### src/rtl/pst_pkg.sv
// Shared types, token kind codes and helper functions for the tokenizer.
// No dependencies; used by the scanner, the token queue, the top level and the token checker.
`default_nettype none
package pst_pkg;

    localparam logic [4:0] K_EOF     = 5'd0;
    localparam logic [4:0] K_NEWLINE = 5'd1;
    localparam logic [4:0] K_INDENT  = 5'd2;
    localparam logic [4:0] K_NAME    = 5'd3;
    localparam logic [4:0] K_NUMBER  = 5'd4;
    localparam logic [4:0] K_HEX     = 5'd5;
    localparam logic [4:0] K_STRING  = 5'd6;
    localparam logic [4:0] K_DOC     = 5'd7;
    localparam logic [4:0] K_PUNCT   = 5'd8;
    localparam logic [4:0] K_LE      = 5'd9;
    localparam logic [4:0] K_GE      = 5'd10;
    localparam logic [4:0] K_ADDEQ   = 5'd11;
    localparam logic [4:0] K_INC     = 5'd12;
    localparam logic [4:0] K_SUBEQ   = 5'd13;
    localparam logic [4:0] K_DEC     = 5'd14;
    localparam logic [4:0] K_MULEQ   = 5'd15;
    localparam logic [4:0] K_POW     = 5'd16;
    localparam logic [4:0] K_DIVEQ   = 5'd17;
    localparam logic [4:0] K_FDIV    = 5'd18;
    localparam logic [4:0] K_BAD     = 5'd19;
    localparam logic [4:0] K_TOOLONG = 5'd20;

    localparam int MAX_PER_CHAR = 3;
    localparam int OUT_LINE_W   = 24;

    typedef struct packed {
        logic [4:0] kind;
        logic [7:0] first;
        logic [7:0] len;
    } t_res;

    typedef struct packed {
        t_res                  res;
        logic [OUT_LINE_W-1:0] line;
        logic                  last;
    } t_tok;

    typedef struct packed {
        logic [1:0] count;
        t_res [MAX_PER_CHAR-1:0] res;
    } t_push;

    function automatic t_res mk_res(logic [4:0] kind, logic [7:0] first, logic [15:0] len);
        t_res r;
        r.kind  = kind;
        r.first = first;
        r.len   = (len > 16'd255) ? 8'd255 : len[7:0];
        return r;
    endfunction

    function automatic logic is_digit(logic [7:0] c);
        return (c >= "0") && (c <= "9");
    endfunction

    function automatic logic is_alpha(logic [7:0] c);
        return ((c >= "a") && (c <= "z")) || ((c >= "A") && (c <= "Z"));
    endfunction

    function automatic logic is_hex(logic [7:0] c);
        return is_digit(c) || ((c >= "a") && (c <= "f")) || ((c >= "A") && (c <= "F"));
    endfunction

    function automatic logic [4:0] pair_kind(logic [7:0] s, logic [7:0] c);
        logic [4:0] k;
        k = K_EOF;
        if (c == "=") begin
            unique case (s)
                "<":     k = K_LE;
                ">":     k = K_GE;
                "+":     k = K_ADDEQ;
                "-":     k = K_SUBEQ;
                "*":     k = K_MULEQ;
                "/":     k = K_DIVEQ;
                default: k = K_EOF;
            endcase
        end else if (c == s) begin
            unique case (s)
                "+":     k = K_INC;
                "-":     k = K_DEC;
                "*":     k = K_POW;
                "/":     k = K_FDIV;
                default: k = K_EOF;
            endcase
        end
        return k;
    endfunction

    // Walks the number grammar from sub-state s0; returns {accepted, next sub-state}.
    function automatic logic [3:0] num_take(logic [2:0] s0, logic [7:0] c);
        logic [3:0] s;
        logic       found;
        logic       lp;
        logic       okb;
        logic [3:0] r;
        s     = {1'b0, s0};
        found = 1'b0;
        r     = 4'd0;
        for (int i = 0; i < 8; i++) begin
            if (!found && (s <= 4'd7)) begin
                lp = (s == 4'd0) || (s == 4'd2) || (s == 4'd5) || (s == 4'd7);
                if (lp) okb = is_digit(c);
                else if ((s == 4'd1) || (s == 4'd6)) okb = (c == ".");
                else if (s == 4'd3) okb = (c == "e");
                else okb = (c == "-");
                if (okb) begin
                    found = 1'b1;
                    r = {1'b1, (lp ? s[2:0] : s[2:0] + 3'd1)};
                end else begin
                    s = (s == 4'd3) ? 4'd5 : s + 4'd1;
                end
            end
        end
        return r;
    endfunction

endpackage
`default_nettype wire

### src/rtl/pst_chr_if.sv
// Handshake interfaces for the character input channel and the token output channel.
// No dependencies; the token fields are plain logic vectors.
`default_nettype none
interface pst_chr_if;
    logic       valid;
    logic       ready;
    logic [7:0] char_code;
    logic       end_of_input;
    modport source (output valid, output char_code, output end_of_input, input ready);
    modport sink (input valid, input char_code, input end_of_input, output ready);
endinterface

interface pst_tok_if;
    logic       valid;
    logic       ready;
    logic [4:0] token_kind;
    logic [7:0] first_char;
    logic [7:0] lexeme_length;
    logic [23:0] line_number;
    logic       last_of_run;
    modport source (output valid, output token_kind, output first_char, output lexeme_length,
                    output line_number, output last_of_run, input ready);
    modport sink (input valid, input token_kind, input first_char, input lexeme_length,
                  input line_number, input last_of_run, output ready);
endinterface
`default_nettype wire

### src/rtl/pst_scan.sv
// Scanner state and the step logic that turns a character into up to two tokens.
// Depends on pst_pkg.
`default_nettype none
module pst_scan #(
    parameter int MAX_LEXEME = 128,
    parameter int LINE_WIDTH = 24
) (
    input  wire                     i_clk,
    input  wire                     i_rst_n,
    input  wire                     i_step,
    input  wire  [7:0]              i_char,
    input  wire                     i_eoi,
    output pst_pkg::t_push          o_push,
    output logic [LINE_WIDTH-1:0]   o_line
);
    localparam int LW = $clog2(MAX_LEXEME);
    localparam logic [LW-1:0] LEN_CAP = LW'(MAX_LEXEME - 2);

    localparam logic [4:0] M_IDLE       = 5'd0;
    localparam logic [4:0] M_NL_PLAIN   = 5'd1;
    localparam logic [4:0] M_NL_COMMENT = 5'd2;
    localparam logic [4:0] M_INDENT     = 5'd3;
    localparam logic [4:0] M_COMMENT    = 5'd4;
    localparam logic [4:0] M_DOT        = 5'd5;
    localparam logic [4:0] M_OP         = 5'd6;
    localparam logic [4:0] M_NAME       = 5'd7;
    localparam logic [4:0] M_ZERO       = 5'd8;
    localparam logic [4:0] M_HEX        = 5'd9;
    localparam logic [4:0] M_DQ_OPEN    = 5'd10;
    localparam logic [4:0] M_DQ_TWO     = 5'd11;
    localparam logic [4:0] M_DQ_BODY    = 5'd12;
    localparam logic [4:0] M_DOC        = 5'd13;
    localparam logic [4:0] M_SQ_BODY    = 5'd14;
    localparam logic [4:0] M_NUM0       = 5'd15;
    localparam logic [4:0] M_NUM7       = 5'd22;

    logic [4:0]            r_mode, n_mode;
    logic [LW-1:0]         r_len, n_len;
    logic [LINE_WIDTH-1:0] r_line, n_line;
    logic [7:0]            r_sc, n_sc;
    logic [1:0]            r_qr, n_qr;
    logic                  r_ovf, n_ovf;

    pst_pkg::t_res [2:0] res;
    logic [1:0] cnt;
    logic       do_start;
    logic       inc;
    logic [3:0] nt;
    logic [4:0] pk;
    logic [7:0] c;

    always_comb begin
        n_mode = r_mode;
        n_len  = r_len;
        n_sc   = r_sc;
        n_qr   = r_qr;
        n_ovf  = r_ovf;
        res    = '0;
        cnt    = 2'd0;
        do_start = 1'b0;
        inc    = 1'b0;
        c      = i_char;
        nt     = 4'd0;
        pk     = pst_pkg::K_EOF;
        if (i_eoi) begin
            if ((r_mode >= M_NUM0) && (r_mode <= M_NUM7)) begin
                res[cnt] = pst_pkg::mk_res(r_ovf ? pst_pkg::K_TOOLONG : pst_pkg::K_NUMBER,
                                           r_sc, 16'(r_len));
                cnt = cnt + 2'd1;
            end else begin
                unique case (r_mode)
                    M_NL_COMMENT: begin
                        res[cnt] = pst_pkg::mk_res(pst_pkg::K_NEWLINE, 8'h0a, 16'd1);
                        cnt = cnt + 2'd1;
                    end
                    M_DOT: begin
                        res[cnt] = pst_pkg::mk_res(pst_pkg::K_PUNCT, ".", 16'd1);
                        cnt = cnt + 2'd1;
                    end
                    M_OP: begin
                        res[cnt] = pst_pkg::mk_res(pst_pkg::K_PUNCT, r_sc, 16'd1);
                        cnt = cnt + 2'd1;
                    end
                    M_INDENT, M_NAME, M_ZERO, M_HEX, M_DQ_TWO: begin
                        if (r_mode == M_INDENT) pk = pst_pkg::K_INDENT;
                        else if (r_mode == M_NAME) pk = pst_pkg::K_NAME;
                        else if (r_mode == M_ZERO) pk = pst_pkg::K_NUMBER;
                        else if (r_mode == M_HEX) pk = pst_pkg::K_HEX;
                        else pk = pst_pkg::K_STRING;
                        res[cnt] = pst_pkg::mk_res(r_ovf ? pst_pkg::K_TOOLONG : pk,
                                                   r_sc, 16'(r_len));
                        cnt = cnt + 2'd1;
                    end
                    M_DQ_OPEN, M_DQ_BODY, M_SQ_BODY, M_DOC: begin
                        res[cnt] = pst_pkg::mk_res(pst_pkg::K_BAD, r_sc, 16'(r_len));
                        cnt = cnt + 2'd1;
                    end
                    default: ;
                endcase
            end
            res[cnt] = pst_pkg::mk_res(pst_pkg::K_EOF, 8'd0, 16'd0);
            cnt = cnt + 2'd1;
            n_mode = M_IDLE;
            n_qr   = 2'd0;
        end else if ((r_mode >= M_NUM0) && (r_mode <= M_NUM7)) begin
            nt = pst_pkg::num_take(3'(r_mode - M_NUM0), c);
            if (nt[3]) begin
                if (n_len < LEN_CAP) n_len = n_len + LW'(1);
                if (n_len == LEN_CAP) n_ovf = 1'b1;
                n_mode = M_NUM0 + {2'b00, nt[2:0]};
            end else begin
                res[cnt] = pst_pkg::mk_res(n_ovf ? pst_pkg::K_TOOLONG : pst_pkg::K_NUMBER,
                                           n_sc, 16'(n_len));
                cnt = cnt + 2'd1;
                do_start = 1'b1;
            end
        end else begin
            unique case (r_mode)
                M_NL_PLAIN, M_NL_COMMENT: begin
                    res[cnt] = pst_pkg::mk_res(pst_pkg::K_NEWLINE, 8'h0a, 16'd1);
                    cnt = cnt + 2'd1;
                    n_mode = M_IDLE;
                    if (c == " ") begin
                        n_sc = c; n_len = LW'(1); n_ovf = 1'b0; n_qr = 2'd0;
                        n_mode = M_INDENT;
                    end else begin
                        do_start = 1'b1;
                    end
                end
                M_INDENT: begin
                    if (c == " ") begin
                        if (n_len < LEN_CAP) n_len = n_len + LW'(1);
                        if (n_len == LEN_CAP) n_ovf = 1'b1;
                    end else begin
                        res[cnt] = pst_pkg::mk_res(n_ovf ? pst_pkg::K_TOOLONG
                                                         : pst_pkg::K_INDENT, n_sc, 16'(n_len));
                        cnt = cnt + 2'd1;
                        do_start = 1'b1;
                    end
                end
                M_COMMENT: begin
                    if (c == 8'h0a) begin
                        inc = 1'b1;
                        n_mode = M_NL_COMMENT;
                    end
                end
                M_DOT: begin
                    if (pst_pkg::is_digit(c)) begin
                        nt = pst_pkg::num_take(3'd0, c);
                        if (n_len < LEN_CAP) n_len = n_len + LW'(1);
                        if (n_len == LEN_CAP) n_ovf = 1'b1;
                        n_mode = M_NUM0 + {2'b00, nt[2:0]};
                    end else begin
                        res[cnt] = pst_pkg::mk_res(pst_pkg::K_PUNCT, ".", 16'd1);
                        cnt = cnt + 2'd1;
                        do_start = 1'b1;
                    end
                end
                M_OP: begin
                    pk = pst_pkg::pair_kind(r_sc, c);
                    if (pk != pst_pkg::K_EOF) begin
                        if (n_len < LEN_CAP) n_len = n_len + LW'(1);
                        if (n_len == LEN_CAP) n_ovf = 1'b1;
                        res[cnt] = pst_pkg::mk_res(n_ovf ? pst_pkg::K_TOOLONG : pk,
                                                   n_sc, 16'(n_len));
                        cnt = cnt + 2'd1;
                        n_mode = M_IDLE;
                    end else begin
                        res[cnt] = pst_pkg::mk_res(pst_pkg::K_PUNCT, r_sc, 16'd1);
                        cnt = cnt + 2'd1;
                        do_start = 1'b1;
                    end
                end
                M_NAME: begin
                    if (pst_pkg::is_alpha(c) || pst_pkg::is_digit(c) || (c == "_")) begin
                        if (n_len < LEN_CAP) n_len = n_len + LW'(1);
                        if (n_len == LEN_CAP) n_ovf = 1'b1;
                    end else begin
                        res[cnt] = pst_pkg::mk_res(n_ovf ? pst_pkg::K_TOOLONG
                                                         : pst_pkg::K_NAME, n_sc, 16'(n_len));
                        cnt = cnt + 2'd1;
                        do_start = 1'b1;
                    end
                end
                M_ZERO: begin
                    nt = pst_pkg::num_take(3'd0, c);
                    if (c == "x") begin
                        if (n_len < LEN_CAP) n_len = n_len + LW'(1);
                        if (n_len == LEN_CAP) n_ovf = 1'b1;
                        n_mode = M_HEX;
                    end else if (nt[3]) begin
                        if (n_len < LEN_CAP) n_len = n_len + LW'(1);
                        if (n_len == LEN_CAP) n_ovf = 1'b1;
                        n_mode = M_NUM0 + {2'b00, nt[2:0]};
                    end else begin
                        res[cnt] = pst_pkg::mk_res(n_ovf ? pst_pkg::K_TOOLONG
                                                         : pst_pkg::K_NUMBER, n_sc, 16'(n_len));
                        cnt = cnt + 2'd1;
                        do_start = 1'b1;
                    end
                end
                M_HEX: begin
                    if (pst_pkg::is_hex(c)) begin
                        if (n_len < LEN_CAP) n_len = n_len + LW'(1);
                        if (n_len == LEN_CAP) n_ovf = 1'b1;
                    end else begin
                        res[cnt] = pst_pkg::mk_res(n_ovf ? pst_pkg::K_TOOLONG
                                                         : pst_pkg::K_HEX, n_sc, 16'(n_len));
                        cnt = cnt + 2'd1;
                        do_start = 1'b1;
                    end
                end
                M_DQ_OPEN: begin
                    if (n_len < LEN_CAP) n_len = n_len + LW'(1);
                    if (n_len == LEN_CAP) n_ovf = 1'b1;
                    n_mode = (c == "\"") ? M_DQ_TWO : M_DQ_BODY;
                end
                M_DQ_TWO: begin
                    if (c == "\"") begin
                        if (n_len < LEN_CAP) n_len = n_len + LW'(1);
                        if (n_len == LEN_CAP) n_ovf = 1'b1;
                        n_qr = 2'd0;
                        n_mode = M_DOC;
                    end else begin
                        res[cnt] = pst_pkg::mk_res(n_ovf ? pst_pkg::K_TOOLONG
                                                         : pst_pkg::K_STRING, n_sc, 16'(n_len));
                        cnt = cnt + 2'd1;
                        do_start = 1'b1;
                    end
                end
                M_DQ_BODY, M_SQ_BODY: begin
                    if (n_len < LEN_CAP) n_len = n_len + LW'(1);
                    if (n_len == LEN_CAP) n_ovf = 1'b1;
                    if (((r_mode == M_DQ_BODY) && (c == "\"")) ||
                        ((r_mode == M_SQ_BODY) && (c == "'"))) begin
                        res[cnt] = pst_pkg::mk_res(n_ovf ? pst_pkg::K_TOOLONG
                                                         : pst_pkg::K_STRING, n_sc, 16'(n_len));
                        cnt = cnt + 2'd1;
                        n_mode = M_IDLE;
                    end
                end
                M_DOC: begin
                    if (c == 8'h0a) inc = 1'b1;
                    if (n_len < LEN_CAP) n_len = n_len + LW'(1);
                    if (n_len == LEN_CAP) n_ovf = 1'b1;
                    if (c == "\"") begin
                        n_qr = r_qr + 2'd1;
                        if (n_qr == 2'd3) begin
                            res[cnt] = pst_pkg::mk_res(n_ovf ? pst_pkg::K_TOOLONG
                                                             : pst_pkg::K_DOC, n_sc, 16'(n_len));
                            cnt = cnt + 2'd1;
                            n_mode = M_IDLE;
                        end
                    end else begin
                        n_qr = 2'd0;
                    end
                end
                default: do_start = 1'b1;
            endcase
        end

        if (do_start) begin
            n_mode = M_IDLE;
            if (c == 8'h0a) begin
                inc = 1'b1;
                n_mode = M_NL_PLAIN;
            end else if (c == " ") begin
                n_mode = M_IDLE;
            end else if ((c == ":") || (c == ",") || (c == "{") || (c == "}") || (c == "(") ||
                         (c == ")") || (c == "[") || (c == "]") || (c == "=")) begin
                res[cnt] = pst_pkg::mk_res(pst_pkg::K_PUNCT, c, 16'd1);
                cnt = cnt + 2'd1;
            end else if (c == "#") begin
                n_mode = M_COMMENT;
            end else if ((c == ".") || (c == "<") || (c == ">") || (c == "+") || (c == "-") ||
                         (c == "*") || (c == "/") || (c == "\"") || (c == "'") ||
                         pst_pkg::is_alpha(c) || (c == "_") || pst_pkg::is_digit(c)) begin
                n_sc = c; n_len = LW'(1); n_ovf = 1'b0; n_qr = 2'd0;
                if (c == ".") n_mode = M_DOT;
                else if (c == "\"") n_mode = M_DQ_OPEN;
                else if (c == "'") n_mode = M_SQ_BODY;
                else if (c == "0") n_mode = M_ZERO;
                else if (pst_pkg::is_digit(c)) n_mode = M_NUM0;
                else if (pst_pkg::is_alpha(c) || (c == "_")) n_mode = M_NAME;
                else n_mode = M_OP;
            end else begin
                res[cnt] = pst_pkg::mk_res(pst_pkg::K_BAD, c, 16'd1);
                cnt = cnt + 2'd1;
            end
        end

        n_line = r_line;
        if (inc && (r_line != {LINE_WIDTH{1'b1}})) n_line = r_line + LINE_WIDTH'(1);
    end

    always_comb begin
        o_push.count = cnt;
        o_push.res   = res;
        o_line       = r_line;
    end

    always_ff @(posedge i_clk) begin
        if (!i_rst_n) begin
            r_mode <= M_IDLE;
            r_len  <= '0;
            r_line <= LINE_WIDTH'(1);
            r_sc   <= 8'd0;
            r_qr   <= 2'd0;
            r_ovf  <= 1'b0;
        end else if (i_step) begin
            r_mode <= n_mode;
            r_len  <= n_len;
            r_line <= n_line;
            r_sc   <= n_sc;
            r_qr   <= n_qr;
            r_ovf  <= n_ovf;
        end
    end
endmodule
`default_nettype wire

### src/rtl/pst_tokq.sv
// Token queue: takes up to three tokens per cycle and hands them out one beat at a time.
// Depends on pst_pkg.
`default_nettype none
module pst_tokq (
    input  wire                 i_clk,
    input  wire                 i_rst_n,
    input  wire                 i_push_en,
    input  pst_pkg::t_push      i_push,
    input  wire  [23:0]         i_line,
    output logic                o_room,
    output logic                o_valid,
    output pst_pkg::t_tok       o_tok,
    input  wire                 i_pop
);
    localparam int DEPTH = 8;
    localparam int PW    = $clog2(DEPTH);

    pst_pkg::t_tok      r_mem [DEPTH];
    logic [PW-1:0]      r_wp, r_rp;
    logic [PW:0]        r_cnt, n_cnt;
    logic [PW:0]        push_n;
    logic               pop;

    assign pop     = i_pop && (r_cnt != '0);
    assign push_n  = i_push_en ? (PW+1)'(i_push.count) : '0;
    assign n_cnt   = r_cnt + push_n - (PW+1)'(pop);
    assign o_room  = (r_cnt <= (PW+1)'(DEPTH - pst_pkg::MAX_PER_CHAR));
    assign o_valid = (r_cnt != '0);
    assign o_tok   = r_mem[r_rp];

    always_ff @(posedge i_clk) begin
        if (i_push_en) begin
            for (int k = 0; k < pst_pkg::MAX_PER_CHAR; k++) begin
                if (2'(k) < i_push.count) begin
                    r_mem[r_wp + PW'(k)].res  <= i_push.res[k];
                    r_mem[r_wp + PW'(k)].line <= i_line;
                    r_mem[r_wp + PW'(k)].last <= (2'(k) == (i_push.count - 2'd1));
                end
            end
        end
    end

    always_ff @(posedge i_clk) begin
        if (!i_rst_n) begin
            r_wp  <= '0;
            r_rp  <= '0;
            r_cnt <= '0;
        end else begin
            r_wp  <= r_wp + push_n[PW-1:0];
            if (pop) r_rp <= r_rp + PW'(1);
            r_cnt <= n_cnt;
        end
    end
endmodule
`default_nettype wire

### src/rtl/python_subset_tokenizer.sv
// Top level of the tokenizer: input register, scanner and token queue.
// Depends on pst_pkg, pst_chr_if, pst_tok_if, pst_scan and pst_tokq.
//
//   Port     Dir  Beat carries
//   i_chr    in   char_code, end_of_input
//   o_tok    out  token_kind, first_char, lexeme_length, line_number, last_of_run
//
// One character is taken each cycle while the queue has room; a character is held
// in the input register and its tokens are then written into the queue, whose head
// drives the output. Tokens leave one beat per cycle while the sink is ready, so the
// sustained rate is one character per cycle while the characters yield one token or
// fewer on average. The input stalls while the eight-entry queue has fewer than three
// free slots. Reset is synchronous and leaves the line counter at one.
`default_nettype none
module python_subset_tokenizer #(
    parameter int MAX_LEXEME = 128,
    parameter int LINE_WIDTH = 24
) (
    input  wire        i_clk,
    input  wire        i_rst_n,
    pst_chr_if.sink    i_chr,
    pst_tok_if.source  o_tok
);
    logic                  r_in_valid;
    logic [7:0]            r_char;
    logic                  r_eoi;
    logic                  room;
    logic                  step;
    pst_pkg::t_push        push;
    logic [LINE_WIDTH-1:0] line;
    logic [23:0]           line_out;
    pst_pkg::t_tok         head;
    logic                  head_valid;

    assign step        = r_in_valid && room;
    assign i_chr.ready = !r_in_valid || step;

    always_ff @(posedge i_clk) begin
        if (!i_rst_n) begin
            r_in_valid <= 1'b0;
        end else if (i_chr.ready) begin
            r_in_valid <= i_chr.valid;
        end
    end

    always_ff @(posedge i_clk) begin
        if (i_chr.ready && i_chr.valid) begin
            r_char <= i_chr.char_code;
            r_eoi  <= i_chr.end_of_input;
        end
    end

    pst_scan #(.MAX_LEXEME(MAX_LEXEME), .LINE_WIDTH(LINE_WIDTH)) u_scan (
        .i_clk   (i_clk),
        .i_rst_n (i_rst_n),
        .i_step  (step),
        .i_char  (r_char),
        .i_eoi   (r_eoi),
        .o_push  (push),
        .o_line  (line)
    );

    if (LINE_WIDTH >= 24) begin : g_line_cut
        assign line_out = line[23:0];
    end else begin : g_line_ext
        assign line_out = {{(24 - LINE_WIDTH){1'b0}}, line};
    end

    pst_tokq u_tokq (
        .i_clk     (i_clk),
        .i_rst_n   (i_rst_n),
        .i_push_en (step),
        .i_push    (push),
        .i_line    (line_out),
        .o_room    (room),
        .o_valid   (head_valid),
        .o_tok     (head),
        .i_pop     (o_tok.ready)
    );

    assign o_tok.valid         = head_valid;
    assign o_tok.token_kind    = head.res.kind;
    assign o_tok.first_char    = head.res.first;
    assign o_tok.lexeme_length = head.res.len;
    assign o_tok.line_number   = head.line;
    assign o_tok.last_of_run   = head.last;
endmodule
`default_nettype wire

### src/flat_wrapper.sv
// flat-port wrapper written by rule: the top's interface ports become plain ports
module python_subset_tokenizer_flat 
#(
    parameter int MAX_LEXEME = 128,
    parameter int LINE_WIDTH = 24
)
  (i_clk, i_rst_n, i_chr_valid, i_chr_char_code, i_chr_end_of_input, i_chr_ready, o_tok_valid, o_tok_token_kind, o_tok_first_char, o_tok_lexeme_length, o_tok_line_number, o_tok_last_of_run, o_tok_ready);
  pst_chr_if i_chr_i ();
  pst_tok_if o_tok_i ();
  input  wire i_clk;
  input  wire i_rst_n;
  input wire logic [$bits(i_chr_i.valid)-1:0] i_chr_valid;
  input wire logic [$bits(i_chr_i.char_code)-1:0] i_chr_char_code;
  input wire logic [$bits(i_chr_i.end_of_input)-1:0] i_chr_end_of_input;
  output wire logic [$bits(i_chr_i.ready)-1:0] i_chr_ready;
  output wire logic [$bits(o_tok_i.valid)-1:0] o_tok_valid;
  output wire logic [$bits(o_tok_i.token_kind)-1:0] o_tok_token_kind;
  output wire logic [$bits(o_tok_i.first_char)-1:0] o_tok_first_char;
  output wire logic [$bits(o_tok_i.lexeme_length)-1:0] o_tok_lexeme_length;
  output wire logic [$bits(o_tok_i.line_number)-1:0] o_tok_line_number;
  output wire logic [$bits(o_tok_i.last_of_run)-1:0] o_tok_last_of_run;
  input wire logic [$bits(o_tok_i.ready)-1:0] o_tok_ready;
  assign i_chr_i.valid = i_chr_valid;
  assign i_chr_i.char_code = i_chr_char_code;
  assign i_chr_i.end_of_input = i_chr_end_of_input;
  assign i_chr_ready = i_chr_i.ready;
  assign o_tok_valid = o_tok_i.valid;
  assign o_tok_token_kind = o_tok_i.token_kind;
  assign o_tok_first_char = o_tok_i.first_char;
  assign o_tok_lexeme_length = o_tok_i.lexeme_length;
  assign o_tok_line_number = o_tok_i.line_number;
  assign o_tok_last_of_run = o_tok_i.last_of_run;
  assign o_tok_i.ready = o_tok_ready;
  python_subset_tokenizer #(.MAX_LEXEME(MAX_LEXEME), .LINE_WIDTH(LINE_WIDTH)) u_core (.i_clk(i_clk), .i_rst_n(i_rst_n), .i_chr(i_chr_i), .o_tok(o_tok_i));
endmodule
### config.mk
export PLATFORM = sky130hd
export DESIGN_NAME = python_subset_tokenizer_flat
export DESIGN_NICKNAME = d
export VERILOG_FILES = /design/src/rtl/pst_pkg.sv /design/src/rtl/pst_chr_if.sv /design/src/rtl/pst_scan.sv /design/src/rtl/pst_tokq.sv /design/src/rtl/python_subset_tokenizer.sv /design/src/flat_wrapper.sv
export SDC_FILE = /design/constraint.sdc
export NUM_CORES = 1
export LEC_CHECK = 0
export ABC_AREA = 1
export CORE_ASPECT_RATIO = 1.1
export CORE_MARGIN = 8
export CORE_UTILIZATION = 45
export DETAILED_ROUTE_END_ITERATION = 6
export DONT_BUFFER_PORTS = 1
export PLACE_DENSITY_LB_ADDON = 0.1
export RECOVER_POWER = 25
export SLEW_MARGIN = 10
export SYNTH_ARGS = -nofsm -noshare
export SYNTH_HDL_FRONTEND = slang
export SYNTH_SLANG_ARGS = --single-unit
export TNS_END_PERCENT = 5
### constraint.sdc
create_clock -name i_clk -period 19.8 [get_ports i_clk]
set_clock_uncertainty 0.05 [all_clocks]
set_input_delay 0.99 -clock i_clk [delete_from_list [all_inputs] [get_ports i_clk]]
set_output_delay 0.99 -clock i_clk [all_outputs]
set_load 0.01 [all_outputs]
==> results of run 1 <==
## state kept, by name, summed over array words and instances, names as in the netlist, named ones only
register and flops:
u_core.u_tokq.r_rp 3, u_core.r_char 8, u_core.u_tokq.r_cnt 4, u_core.r_in_valid 1, u_core.u_scan.r_qr 2, u_core.u_scan.r_sc 8, u_core.u_scan.o_line 24, u_core.u_tokq.r_wp 3
u_core.u_tokq.r_mem 360, u_core.u_scan.r_ovf 1, u_core.u_scan.r_mode 5, u_core.u_scan.r_len 7, u_core.r_eoi 1
## worst max path at each step
stage	from	endpoint	cells after the start
after global routing	u_core.u_scan.r_mode[0]	u_core.u_tokq.r_mem[4][44]	102
after detailed placement	u_core.r_char[5]	u_core.u_tokq.r_mem[4][34]	97
final	u_core.u_scan.r_mode[0]	u_core.u_tokq.r_mem[4][43]	100
after global placement	u_core.r_char[2]	u_core.u_tokq.r_mem[4][34]	97
after floorplan	u_core.u_scan.r_mode[1]	u_core.u_tokq.r_mem[4][0]	98
after CTS	u_core.u_scan.r_mode[0]	u_core.u_tokq.r_mem[4][34]	100
## per-layer routing
metal	share of wire [%]	vias up
li1	-	9939
met1	42	9920
met2	49	665
met3	5.5	168
met4	3.7	0
met5	0	-
## stage by stage
| step | instance area, um^2 | worst slack (ps) |
|---|---|---|
| detailed placement | 25600 | 3480 |
| finish | 27100 | 3230 |
| global route | 27100 | 1910 |
| global placement | 25600 | 3970 |
| CTS | 27100 | 3390 |
| floorplan | 25100 | 5610 |
## cells in the mapped netlist (5+ instances only)
library cell / n / area (um^2)
a211oi_1: 6 / 45.0
a21oi_1: 97 / 485
a221oi_1: 6 / 52.6
a31oi_1: 54 / 338
buf_1: 11 / 41.3
buf_2: 6 / 30.0
buf_4: 8 / 60.1
buf_6: 11 / 124
buf_8: 6 / 90.1
clkbuf_1: 81 / 304
dfxtp_1: 61 / 1220
edfxtp_1: 369 / 11100
ha_1: 57 / 713
inv_1: 227 / 852
inv_2: 24 / 90.1
nand2_1: 352 / 1320
nand2_2: 62 / 388
nand2_4: 29 / 327
nand2_8: 5 / 100
nand3_1: 148 / 741
nand3_2: 20 / 200
nand3_4: 7 / 123
nand4_1: 35 / 219
nor2_1: 556 / 2090
nor2_2: 13 / 81.3
nor3_1: 53 / 265
nor4_1: 13 / 81.3
o2111ai_1: 7 / 61.3
o211ai_1: 17 / 128
o21ai_0: 252 / 1260
o21ai_1: 94 / 470
o21ai_2: 13 / 114
o221ai_1: 8 / 70.1
o22ai_1: 60 / 375
o31ai_1: 6 / 45.0
o32ai_1: 6 / 52.6
o41ai_1: 5 / 43.8
or2_2: 14 / 87.6
xnor2_1: 5 / 43.8
xor2_1: 31 / 272
## logic make-up after synthesis
kind of cell,count (synthesis),share of synthesized area (%)
buffers and inverters,387,6.77
other,2,0.0299
DFF,430,49.0
xor gates and xnor gates,36,1.26
AOI/OAI and AO/OA,660,15.4
and+or+nand+nor,1321,24.5
muxes,1,0.0449
adders and majority gates,59,3.00
## worst register-to-register path: cells and delay by family, from the launching register on
family / cells / cell delay, ps
AND/OR/NAND/NOR: 59 / 7550
buffers and inverters: 18 / 2630
adder cells (fa/ha/maj): 9 / 2460
flip-flops: 1 / 470
AO/OA/AOI/OAI: 14 / 3070
## area by class of cell
class,count,area (um^2),share of cell area (%)
clock buffers,51,1170,4.32
inverters,263,1030,3.82
well taps,744,931,3.44
multi-input cells,2079,11100,41.1
repair buffers,22,165,0.610
clock inverters,34,325,1.20
flip-flops and latches,430,12300,45.5
==> results.toml, run 1 <==
[clock_network]
clock_tree.buffer_depth = 3
ctsRootBufferMaster = "clkbuf_16"
cts_tree = "done"
cts_made_buffers = 46
cts_hold_buf = 0
clock_insertion_delay_worst_skew_ps = 590
postCtsSetupBuffers = 0
cts_num_sinks = 430
htreeDepth = 2
clkTransAtPathRegs_ps = 70
cts_resized = 0

[die]
die_area_um2 = 63600
io_pins = 61
num_rows = 91
core-area_um2 = 55600
initial_core_util_pct = 45.2
die_height_um = 264
die_width_um = 241

[route]
ant_nets = 0
routed_wl_um = 78300
routedWlPerCell_um = 21.6
drt_iter0_drc = 1695
via_per_inst = 5.71
drt_first_pass_iters = 5
vias = 20692
drc = 0

[sta]
rsz0062_at_grt = "false"
setup_viol = 0
relSlewSlack_pct = 32.5
whs_ps = 417
tightest_slew_ps = 1010
setup-tns-final_ps = 0
hold_violations = 0
fmax_mhz = 60.3
finalCritPeriodShare_pct = 83.7
finalMaxSlewViolations = 0
fin_crit_ps = 16570

[final_layout]
final_cell_mix = "nor2_1 (555), edfxtp_1 (369), nand2_1 (344), o21ai_0 (252), inv_1 (227)"
area_growth_pct = 7.79
n_fill_cell = 5432
insertedDiodeCount = 0
drive_above_1_share_pct = 11.2
finalNonFillerCells = 3623
post-route-util_pct = 48.7
final_common_cell = "nor2_1"
nets = 2914

[worst_hold_path]
worstHoldPathCells = 2
hp-class = "reg -> reg"
hp-start = "u_core.u_tokq.r_rp[2]"

[synth]
seq_area_frac_synth_pct = 49.0
netlist_area_um2 = 25100
ys_seq_elements = 430
postSynth.asyncResetShare_pct = 0
ys.flop_type = "edfxtp_1"
synth_fp_nets = 2968
synth-edff-count = 369
yosys_warnings = 0
syn_avg_cell_area_um2 = 8.67
syn_inst = 2896
synth_cell_types = 72

[global_routing]
antenna_found_initial = 0
overflow = 0
grt_pass1_wl_um = 121000
top_usage_layer = "met2"
met3_usage_pct = 3.43
grt_use_total_pct = 24.4
use_met1_pct = 31.2
grt_start_max_net_pins = 86
grtUsageMet2_pct = 41.4
grt_pass1_vias = 20233

[critical_path]
rrSetupSlack_ps = 3230
crit_fanout = 59
crit_type = "reg -> reg"
critPathArrivalTime_ps = 16740
cp_top_family = "simple AND/OR/NAND/NOR gates"
worst_setup_path_end_kind = "register"
r2r_end = "u_core.u_tokq.r_mem[4][43]"
reg2reg_depth = 100
start_kind = "register"
r2r-start = "u_core.u_scan.r_mode[0]"
worst_path_largest_cell_delay_ps = 540
path_buf_inv = 18
cp_slowest_cell = "buf_4"
crit_required_ps = 19970

[flow_run]
cap_viol_max_count = 0

[status]
status = "completed"

[placed_design]
gp_congestion = 0.933
dp.cells = 3538
io_buffer_count = 0
dp_hpwl_um = 53200
Power of run 1 is not shown: default switching activity piles up to over one toggle a cycle in this logic, so the estimate is an artifact.
==> run 2: changes to the inputs <==
- ABC_AREA: 1 -> 0
- clock period: 19.8 -> 17.39 ns (I/O delays scaled with it)
==> results.toml, run 2 <==
[status]
status = "completed"

[sta]
rsz0062_at_grt = "true"
setup_viol = 0
whs_ps = 328
fmax_mhz = 60.4
fin_crit_ps = 16570
relSlewSlack_pct = 20.0
finalMaxSlewViolations = 0
finalCritPeriodShare_pct = 95.3
tightest_slew_ps = 1200
hold_violations = 0

[clock_network]
clkTransAtPathRegs_ps = 60
cts_tree = "done"
htreeDepth = 2
cts_made_buffers = 45
cts_num_sinks = 430
ctsRootBufferMaster = "clkbuf_16"
cts_hold_buf = 0
clock_insertion_delay_worst_skew_ps = 590
clock_tree.buffer_depth = 3

[synth]
netlist_area_um2 = 24800
synth_cell_types = 111
syn_inst = 2125
ys_top_cells_by_area = "edfxtp_1 (45%), mux4_2 (8.2%), dfxtp_1 (4.9%)"
synth_top_area_share_pct = 44.7
ys_seq_elements = 430
seq_area_frac_synth_pct = 49.6
yosys_warnings = 0
ys.flop_type = "edfxtp_1"
ys_top_cells_by_count = "edfxtp_1 (369), nand2_1 (156), nor2_1 (122), nor3_1 (115), mux2i_1 (114)"
synth_top_area_cell = "edfxtp_1"
syn_avg_cell_area_um2 = 11.7
synth.most_common_cell = "edfxtp_1"
postSynth.asyncResetShare_pct = 0
synth_fp_nets = 2197
synth-edff-count = 369

[die]
io_pins = 61
die_area_um2 = 62900
core-area_um2 = 54700
die_width_um = 240
num_rows = 90
die_height_um = 262
initial_core_util_pct = 45.3

[global_routing]
grt_pass1_vias = 17779
grtUsageMet2_pct = 38.2
use_met1_pct = 28.0
top_usage_layer = "met2"
grt_start_max_net_pins = 67
met3_usage_pct = 2.77
grt_pass1_wl_um = 108000
overflow = 0
antenna_found_initial = 0
grt_use_total_pct = 22.0

[critical_path]
start_kind = "register"
worst_setup_path_end_kind = "register"
crit_required_ps = 17800
crit_fanout = 13
cp_slowest_cell = "or4_4"
worst_path_largest_cell_delay_ps = 600
cp_top_family = "compound AO/OA/AOI/OAI gates"
crit_type = "reg -> reg"
path_buf_inv = 10
critPathArrivalTime_ps = 16980

[placed_design]
gp_congestion = 0.909
io_buffer_count = 0
dp_hpwl_um = 47700
placedInstanceArea_um2 = 26000

[route]
drc = 0
drt_first_pass_iters = 6
via_per_inst = 6.14
drt_iter0_drc = 1376
routedWlPerCell_um = 24.2
ant_nets = 0
vias = 17939
routed_wl_um = 70800

[final_layout]
finalInstanceArea_um2 = 27900
drive_above_1_share_pct = 19.8
nets = 2222
insertedDiodeCount = 0
final_common_cell = "edfxtp_1"
n_fill_cell = 4860
area_growth_pct = 12.6
largest-register = "u_core.u_tokq.r_mem"
final_cell_mix = "edfxtp_1 (369), nand2_1 (151), nor2_1 (116), nor3_1 (112), mux2i_1 (108)"
largest_reg_flops = 360

[worst_hold_path]
hp-class = "in -> reg"

[flow_run]
cap_viol_max_count = 0
-- run 2: cell types whose count changed after synthesis, moves of 62 or more --
cell     previous run  this run
nor2_1            556       122
nand2_1           352       156
inv_1             227        51
o21ai_0           252        93
mux2i_1             0       114
mux4_2              0        90
nand3_1           148        58
nor3_1             53       115
-- run 2: final timing paths --
| kind | cells after the start | startpoint | to | slack [ps] |
|---|---|---|---|---|
| hold reg to reg | 2 | u_core.u_scan.r_sc[5] | u_core.u_scan.r_sc[5] | 470 |
| setup reg to reg | 78 | u_core.r_char[7] | u_core.u_tokq.r_cnt[2] | 820 |
| hold / removal | 1 | i_rst_n | u_core.u_scan.o_line[0] | 330 |
| setup / recovery | 78 | u_core.r_char[7] | u_core.u_tokq.r_cnt[2] | 820 |
-- run 2: logic make-up after synthesis --
kind of cell | after synthesis | share of synthesized area (%)
AO/OA/AOI/OAI | 448 | 12.5
XOR/XNOR | 49 | 1.76
adder cells (fa/ha/maj) | 59 | 3.04
buffers and inverters | 184 | 3.20
flip-flops | 430 | 49.6
multiplexers | 260 | 15.3
other | 2 | 0.0303
AND/OR/NAND/NOR | 693 | 14.5
-- run 2: timing repair --
action | in CTS | in global routing
endpoints found under the setup margin | 451 | 580
buffers inserted | 0 | 13
gates resized for setup | 4 | 44
hold endpoints to repair | 0 | 0
pin swaps | 0 | 11
-- run 2: metal layers --
layer	vias up	share of wire [%]
met5	-	0
met4	0	3.4
met3	132	5.2
met2	582	50
met1	8982	41
li1	8243	-
-- run 2: layout make-up --
cell class | instances | area [um^2] | area share [%]
flip-flops and latches | 430 | 12300 | 44.1
multi-input cells | 1511 | 12100 | 43.2
clock buffers | 60 | 1220 | 4.38
well taps | 736 | 921 | 3.30
inverters | 53 | 199 | 0.712
repair buffers | 109 | 897 | 3.21
clock inverters | 24 | 324 | 1.16
-- run 2: per-stage QoR --
step                util, %  setup slack, ps  setup TNS, ps  instances
floorplan                 -             1.52              0       2125
global placement       47.6            -27.4           -464       2826
detailed placement     47.6             -520         -89980       2826
CTS                    50.5             51.1              0       2910
global route           51.0            -87.9          -1130       2923
finish                 51.0              821              0       2923
-- run 2: worst reg2reg max path: cells and delay by family, from the launching register on --
kind / cells / cell delay [ps]
compound gates: 31 / 6610
simple gates: 22 / 4290
buf+inv: 10 / 1150
xor+xnor: 1 / 130
flops: 1 / 460
mux: 4 / 1240
fa+ha+maj: 10 / 2480
Power of run 2 is left out for the same reason.
